`src/rtl/s2tw_pkg.sv`:
```
// Shared types and constants of the stage-2 table walker.
package s2tw_pkg;

  // Field widths
  localparam int PAGE_W      = 36;
  localparam int IPN_W       = 27;
  localparam int WIDX_W      = 12;
  localparam int WORD_W      = 64;
  localparam int STATUS_W    = 3;
  localparam int IDX_W       = 9;
  localparam int CFG_ADDR_W  = 1;
  localparam int IN_TDATA_W  = 104;
  localparam int OUT_TDATA_W = 72;

  // Configuration register indexes
  localparam logic [CFG_ADDR_W-1:0] CFG_ROOT = 1'b0;
  localparam logic [CFG_ADDR_W-1:0] CFG_BASE = 1'b1;

  // Input item kinds
  localparam logic MODE_WRITE = 1'b0;
  localparam logic MODE_XLATE = 1'b1;

  // Result status codes
  localparam logic [STATUS_W-1:0] ST_FOUND   = 3'd0;
  localparam logic [STATUS_W-1:0] ST_NO_ROOT = 3'd1;
  localparam logic [STATUS_W-1:0] ST_L1_BAD  = 3'd2;
  localparam logic [STATUS_W-1:0] ST_L2_BAD  = 3'd3;
  localparam logic [STATUS_W-1:0] ST_OUTSIDE = 3'd4;

  // Walk level, selects the index bits of the page number
  typedef enum logic [1:0] {
    LVL_1,
    LVL_2,
    LVL_3
  } lvl_t;

  // Commands from the controller to the datapath
  typedef struct packed {
    logic                clr_en;
    logic                wr_en;
    logic                start;
    logic                rd_en;
    logic                page_sel_entry;
    lvl_t                lvl;
    logic                res_load;
    logic                res_mem;
    logic [STATUS_W-1:0] res_status;
  } cmd_t;

  // Status from the datapath to the controller
  typedef struct packed {
    logic clr_last;
    logic root_none;
    logic page_out;
    logic desc_bad;
  } stat_t;

endpackage

```
`src/rtl/s2tw_ctrl.sv`:
```
// Controller of the walker: clear pass, item intake, level sequencing and output valid.
module s2tw_ctrl (
  input  logic            clk,
  input  logic            rst_n,
  input  logic            in_tvalid,
  input  logic            in_mode,
  output logic            in_tready,
  output logic            out_tvalid,
  input  logic            out_tready,
  output s2tw_pkg::cmd_t  cmd,
  input  s2tw_pkg::stat_t stat
);

  typedef enum logic [2:0] {
    S_CLEAR,
    S_IDLE,
    S_WALK1,
    S_CHK1,
    S_CHK2,
    S_CHK3
  } state_t;

  state_t state_r;
  state_t state_nxt;
  logic   out_valid_r;
  logic   out_valid_nxt;
  logic   out_free;

  assign out_free = !out_valid_r || out_tready;

  // Next state and commands
  always_comb begin
    state_nxt = state_r;
    cmd       = '0;
    cmd.lvl   = s2tw_pkg::LVL_1;
    in_tready = 1'b0;
    case (state_r)
      S_CLEAR: begin
        cmd.clr_en = 1'b1;
        if (stat.clr_last) begin
          state_nxt = S_IDLE;
        end
      end
      S_IDLE: begin
        in_tready = 1'b1;
        if (in_tvalid) begin
          if (in_mode == s2tw_pkg::MODE_WRITE) begin
            cmd.wr_en = 1'b1;
          end else begin
            cmd.start = 1'b1;
            state_nxt = S_WALK1;
          end
        end
      end
      S_WALK1: begin
        cmd.lvl = s2tw_pkg::LVL_1;
        if (stat.root_none) begin
          if (out_free) begin
            cmd.res_load   = 1'b1;
            cmd.res_status = s2tw_pkg::ST_NO_ROOT;
            state_nxt      = S_IDLE;
          end
        end else if (stat.page_out) begin
          if (out_free) begin
            cmd.res_load   = 1'b1;
            cmd.res_status = s2tw_pkg::ST_OUTSIDE;
            state_nxt      = S_IDLE;
          end
        end else begin
          cmd.rd_en = 1'b1;
          state_nxt = S_CHK1;
        end
      end
      S_CHK1: begin
        cmd.page_sel_entry = 1'b1;
        cmd.lvl            = s2tw_pkg::LVL_2;
        if (stat.desc_bad) begin
          if (out_free) begin
            cmd.res_load   = 1'b1;
            cmd.res_status = s2tw_pkg::ST_L1_BAD;
            state_nxt      = S_IDLE;
          end
        end else if (stat.page_out) begin
          if (out_free) begin
            cmd.res_load   = 1'b1;
            cmd.res_status = s2tw_pkg::ST_OUTSIDE;
            state_nxt      = S_IDLE;
          end
        end else begin
          cmd.rd_en = 1'b1;
          state_nxt = S_CHK2;
        end
      end
      S_CHK2: begin
        cmd.page_sel_entry = 1'b1;
        cmd.lvl            = s2tw_pkg::LVL_3;
        if (stat.desc_bad) begin
          if (out_free) begin
            cmd.res_load   = 1'b1;
            cmd.res_status = s2tw_pkg::ST_L2_BAD;
            state_nxt      = S_IDLE;
          end
        end else if (stat.page_out) begin
          if (out_free) begin
            cmd.res_load   = 1'b1;
            cmd.res_status = s2tw_pkg::ST_OUTSIDE;
            state_nxt      = S_IDLE;
          end
        end else begin
          cmd.rd_en = 1'b1;
          state_nxt = S_CHK3;
        end
      end
      S_CHK3: begin
        if (out_free) begin
          cmd.res_load   = 1'b1;
          cmd.res_mem    = 1'b1;
          cmd.res_status = s2tw_pkg::ST_FOUND;
          state_nxt      = S_IDLE;
        end
      end
      default: begin
        state_nxt = S_IDLE;
      end
    endcase
  end

  // Output valid follows loads and taken beats
  always_comb begin
    if (cmd.res_load) begin
      out_valid_nxt = 1'b1;
    end else if (out_tready) begin
      out_valid_nxt = 1'b0;
    end else begin
      out_valid_nxt = out_valid_r;
    end
  end

  // State and registered outputs
  always_ff @(posedge clk) begin
    if (!rst_n) begin
      state_r     <= S_CLEAR;
      out_valid_r <= 1'b0;
    end else begin
      state_r     <= state_nxt;
      out_valid_r <= out_valid_nxt;
    end
  end

  assign out_tvalid = out_valid_r;

endmodule

```
`config.mk`:
```
export PLATFORM = sky130hd
export DESIGN_NAME = s2tw_ctrl
export DESIGN_NICKNAME = d
export VERILOG_FILES = /design/src/rtl/s2tw_pkg.sv /design/src/rtl/s2tw_ctrl.sv
export SDC_FILE = /design/constraint.sdc
export NUM_CORES = 1
export LEC_CHECK = 0
export ABC_AREA = 1
export BUFFER_PORTS_ARGS = -buffer_cell sky130_fd_sc_hd__buf_2
export CAP_MARGIN = 5
export CORE_MARGIN = 2
export CORE_UTILIZATION = 30
export CTS_BUF_LIST = sky130_fd_sc_hd__clkbuf_4 sky130_fd_sc_hd__clkbuf_8 sky130_fd_sc_hd__clkbuf_16
export DETAILED_ROUTE_END_ITERATION = 8
export GPL_TIMING_DRIVEN = 0
export PLACE_DENSITY = 0.55
export SLEW_MARGIN = 40
export SYNTH_ARGS = -nofsm -noshare
export SYNTH_HDL_FRONTEND = slang
export SYNTH_SLANG_ARGS = --single-unit
```
`constraint.sdc`:
```
create_clock -name clk -period 1.4 [get_ports clk]
set_input_delay 0 -clock clk [delete_from_list [all_inputs] [get_ports clk]]
set_output_delay 0 -clock clk [all_outputs]
set_load 0.02 [all_outputs]
```
==> flow_summary.yaml, run 1 <==
die:
  pin_count: 23
  rows: 13
  fp.dieH_um: 41.5
  die_area_mm2: 0.00173
  core_region_area_mm2: 0.00130
  start_util: 0.325
  die-width_um: 41.5
grt:
  antenna_found_initial: 0
  grt_max_degree: 8
  grt_usage: 0.147
  grt_pass1_wl_um: 2090
  grt_pass1_vias: 535
  globalRouteOverflowTotal: 0
setup_path:
  worstSetupPathType: "reg -> out"
  critPathCaptureType: "primary output"
  critPathTopFamily: "buffers and inverters"
  critPathArrivalTime_ns: 1.35
  cpPeakStageDelay_ns: 0.38
  cp-start-kind: "flop"
  worst_path_max_delay_cell: "dfxtp_4"
  worst-path-buf-inv: 4
  required_ns: 1.40
  path_max_fanout: 4
  path_cells: "inv_4, nor2_4, nand2_2, buf_6, inv_2, nand3_2, o31ai_1, buf_2"
sta:
  worst_pin_slew_ns: 0.273
  setup_tns_ns: 0
  fin_skew_ns: 0.00227
  fmax_mhz: 740
  max_slew_margin: 0.818
  finalHoldViolCount: 0
  fin_ws_ns: 0.0482
  drv_slew: 0
  rsz0062_at_grt: "true"
  setup_violations: 0
  fin_crit_ns: 1.35
  fin_crit_sh: 0.966
pwr:
  p_switching_mw: 0.127
  sw_frac_of_total: 0.323
  p_total_mw: 0.392
  seq_power_share: 0.321
  power_frac_comb: 0.327
  power_frac_clock: 0.351
  p_int_mw: 0.265
  leakage_nw: 0.393
  vdd_drop_max_mv: 0.346
  powerDensity_mw_per_mm2: 587
layout:
  fin_area_um2: 668
  drive_above_1_share: 0.432
  area.sequential_um2: 88.8
  instances_no_fill: 126
  area_growth_pct: 58.0
  antennaDiodeCount: 0
  nets: 122
  nFillCells: 163
  multi_input_area_um2: 312
logic_synthesis:
  synth_flop_cell: "dfxtp_1"
  postSynthAreaPerCell_um2: 5.16
  ys_top_cells_by_area: "dfxtp_1, nand2_1, inv_1"
  synth.distinct_cells: 15
  async_flop_share: 0
  synth_top_area_frac: 0.189
  synth-seq-area-share: 0.189
  synth_area_leader_cell: "dfxtp_1"
  synthesis.area_um2: 423
  synth_edf_count: 0
  netlist_instances: 82
  synth-seq-cells: 4
  synth_warnings: 0
  syn_nets: 91
placed_design:
  portBuffers: 22
  dp_hpwl_um: 956
  placed_area_um2: 552
  pre_cts_ws_ns: 0.103
  place_congestion: 0.829
  place_inst: 119
detailed_routing:
  drt_iter0_drc: 11
  drtPass1Iterations: 4
  wl_met3_um: 12
  wl_um: 1260
  top_layer_used: "met3"
  drt-met1-wl_um: 568
  route.detailed.drc: 0
  vias: 605
  route.met2.wl_um: 677
  vias_per_cell: 4.80
  wl_per_cell_um: 9.98
  ant_nets: 0
clock_tree:
  numCtsBuffers: 3
  cts.sinks: 4
  clk_path_buf_depth: 2
  cts-root-buf: "clkbuf_4"
  clk_latency_ns: 0.23
  path_clk_slew_ns: 0.04
  cts_tree: "built"
  h-tree-depth: 1
job:
  maxCapViolations: 0
min_path:
  hp-class: "in -> reg"
run_status:
  status: "complete, no violations"
-- Yosys cell counts, types with 2 or more instances --
master / instances
a21oi_1: 6
dfxtp_1: 4
inv_1: 17
nand2_1: 21
nand3_1: 8
nor2_1: 14
nor3_1: 2
o21ai_0: 3
-- power groups by stage --
stage	combinational, mW	clock, mW	sequential, mW
2_1_floorplan	0.0680	0	0.125
3_3_place_gp	0.103	0	0.126
3_5_place_dp	0.104	0	0.126
4_1_cts	0.116	0.144	0.125
5_1_grt	0.142	0.150	0.127
6_report	0.128	0.138	0.126
-- placed cells by master, fill, tap and decap left out --
| cell | count |
|---|---|
| a21oi_1 | 6 |
| and3_1 | 1 |
| buf_2 | 20 |
| buf_4 | 5 |
| buf_6 | 2 |
| clkbuf_4 | 3 |
| dfxtp_1 | 1 |
| dfxtp_2 | 1 |
| dfxtp_4 | 2 |
| inv_1 | 14 |
| inv_2 | 2 |
| inv_4 | 1 |
| nand2_1 | 18 |
| nand2_2 | 3 |
| nand2_4 | 1 |
| nand3_1 | 7 |
| nand3_2 | 1 |
| nand3b_1 | 1 |
| nor2_1 | 9 |
| nor2_2 | 4 |
| nor2_4 | 3 |
| nor3_1 | 2 |
| o21ai_0 | 3 |
| o31ai_1 | 1 |
-- path summary, 6_finish.rpt --
kind	start	to	slack [ns]	cells after the start
max	state_r[1]$_SDFFE_PN0P_	cmd[0]	0.05	8
min	rst_n	out_tvalid$_SDFFE_PN0P_	0.02	3
max reg2reg	state_r[1]$_SDFFE_PN0P_	state_r[0]$_SDFFE_PN0P_	0.20	10
min reg2reg	state_r[2]$_SDFFE_PN0P_	state_r[2]$_SDFFE_PN0P_	0.56	2
-- final cells by class --
| type | count | area share |
|---|---|---|
| sequential | 4 | 0.133 |
| tap | 15 | 0.0281 |
| timing repair buffer | 27 | 0.240 |
| inverter | 17 | 0.0993 |
| multi-input combinational | 60 | 0.466 |
| clock buffer | 3 | 0.0337 |
-- worst min-delay path: cells and delay by family --
kind	cells	cell delay (ns)
AND/OR/NAND/NOR	1	0.06
buffers and inverters	2	0.16
-- layer usage --
layer | track usage | up-vias
met3 | 0 | 0
li1 | - | 312
met4 | 0.0710 | 0
met5 | 0 | -
met2 | 0.244 | 6
met1 | 0.196 | 287
-- cell families (layout without fill, tap and decap cells) --
kind of cell | Yosys count | after routing | share of synthesized area
AND/OR/NAND/NOR | 50 | 50 | 0.518
buffers and inverters | 18 | 47 | 0.169
AO/OA/AOI/OAI | 10 | 10 | 0.124
flip-flops | 4 | 4 | 0.189
-- state kept, by name, summed over array words and instances (netlist names) --
signal	cells
out_tvalid	1
state_r	3
-- what timing repair did --
item / CTS / global route
setup buffers: 3 / 2
gates resized for setup: 16 / 9
setup endpoints to repair: 2 / 5
cloned: 0 / 0
endpoints found under the hold margin: 0 / 0
pin swaps: 5 / 4
hold buffers: 0 / 0
-- per-stage QoR --
stage,hold WS [ns],utilization
6_report,0.0171,0.513
5_1_grt,0.0307,0.513
4_1_cts,0.0151,0.476
3_5_place_dp,0.259,0.424
3_3_place_gp,0.243,0.424
2_1_floorplan,0.0798,-
Note: power is estimated with default switching activity, not from simulation.
==> inputs of run 2 (changes only) <==
CELL_PAD_IN_SITES_DETAIL_PLACEMENT = 1   (was default)
CELL_PAD_IN_SITES_GLOBAL_PLACEMENT = 1   (was default)
CORE_UTILIZATION = 25   (was 30)
PLACE_DENSITY = 0.71   (was 0.55)
==> flow_summary.yaml, run 2 (synthesis gave the netlist of run 1 again) <==
run_status:
  status: "complete, no violations"
placed_design:
  portBuffers: 22
  pre_cts_ws_ns: 0.0483
  dp_hpwl_um: 1180
  place_congestion: 0.801
detailed_routing:
  vias_per_cell: 4.79
  route.detailed.drc: 0
  ant_nets: 0
  wl_per_cell_um: 11.8
  vias: 613
  drt_iter0_drc: 10
  wl_um: 1510
  drtPass1Iterations: 4
pwr:
  vdd_drop_max_mv: 0.338
  powerDensity_mw_per_mm2: 586
  leakage_nw: 0.396
sta:
  drv_slew: 0
  fin_ws_ns: 0.00801
  setup_violations: 0
  rsz0062_at_grt: "true"
  fmax_mhz: 718
  fin_skew_ns: 0.00116
  max_slew_margin: 0.808
  worst_pin_slew_ns: 0.288
  finalHoldViolCount: 0
  setup_tns_ns: 0
  fin_crit_sh: 0.994
  fin_crit_ns: 1.39
grt:
  grt_pass1_wl_um: 2500
  grt_max_degree: 8
  grt_pass1_vias: 609
  globalRouteOverflowTotal: 0
  antenna_found_initial: 0
  grt_usage: 0.165
clock_tree:
  cts-root-buf: "clkbuf_4"
  cts_tree: "built"
  numCtsBuffers: 3
  path_clk_slew_ns: 0.03
  cts.sinks: 4
  clk_latency_ns: 0.23
  clk_path_buf_depth: 2
  h-tree-depth: 1
layout:
  nFillCells: 224
  drive_above_1_share: 0.420
  nets: 123
  largest-register: "state_r"
  antennaDiodeCount: 0
  largest_reg_flops: 3
  layout_common_cells: "nand2_1, buf_2, inv_1"
  area_growth_pct: 59.8
setup_path:
  required_ns: 1.40
  cp-start-kind: "flop"
  critPathCaptureType: "primary output"
  worst_path_max_delay_cell: "dfxtp_4"
  path_cells: "buf_4, nor2_2, inv_1, nor2_2, nor2_1, a21oi_2, buf_6"
  path_max_fanout: 4
  critPathArrivalTime_ns: 1.39
  cpPeakStageDelay_ns: 0.36
  crit_top_cell: "nor2_2"
  worstSetupPathType: "reg -> out"
die:
  die-width_um: 45.1
  core_region_area_mm2: 0.00154
  fp.dieH_um: 45.1
  start_util: 0.274
  die_area_mm2: 0.00204
  rows: 14
  pin_count: 23
min_path:
  hp-class: "in -> reg"
job:
  maxCapViolations: 0
==> run 2: per-layer routing <==
layer,wire length (um),GRT usage,up-vias
li1,-,-,315
met1,644,0.203,293
met2,844,0.309,5
met3,25,0,0
met4,0,0.0529,0
met5,0,0,-
==> run 2: worst paths after layout <==
check	endpoint	slack (ns)	startpoint	cells after the start
min reg2reg	state_r[2]$_SDFFE_PN0P_	0.62	state_r[2]$_SDFFE_PN0P_	2
max	cmd[4]	0.008	state_r[1]$_SDFFE_PN0P_	7
min	out_tvalid$_SDFFE_PN0P_	0.01	rst_n	3
max reg2reg	state_r[0]$_SDFFE_PN0P_	0.13	out_tvalid$_SDFFE_PN0P_	7
==> run 2: critical path, delay by kind of cell (launching register included) <==
family / cells / cell delay [ns]
buf+inv: 3 / 0.34
simple gates: 3 / 0.31
compound gates: 1 / 0.15
flops: 1 / 0.36
==> run 2: cell type report <==
type,instances,area (um2),area share
Timing Repair Buffer,28,169,0.250
Clock buffer,3,22.5,0.0333
Inverter,17,66.3,0.0981
Sequential cell,4,87.6,0.130
Multi-Input combinational cell,60,310,0.459
Tap cell,16,20.0,0.0296
==> run 2: timing repair <==
| item | 4_1_cts | 5_1_grt |
|---|---|---|
| gates resized for setup | 15 | 9 |
| hold buffers | 0 | 0 |
| setup buffers | 5 | 1 |
| endpoints found under the setup margin | 3 | 5 |
| pin swaps | 7 | 0 |
==> run 2: per-stage QoR <==
stage | power (mW) | cell area (um2) | instances | hold slack, ns | util
2_1_floorplan | 0.193 | 423 | 82 | 0.0798 | -
3_3_place_gp | 0.230 | 553 | 120 | 0.241 | 0.359
3_5_place_dp | 0.233 | 553 | 120 | 0.244 | 0.359
4_1_cts | 0.392 | 637 | 127 | 0.00455 | 0.413
5_1_grt | 0.423 | 676 | 128 | 0.0282 | 0.438
6_report | 0.396 | 676 | 128 | 0.0113 | 0.438
==> run 2: power by group <==
part,switching (mW),leakage [nW],internal (mW)
sequential,0.00862,0.0339,0.118
clock,0.0402,0.0138,0.0954
combinational,0.0793,0.348,0.0540
total,0.128,0.396,0.268
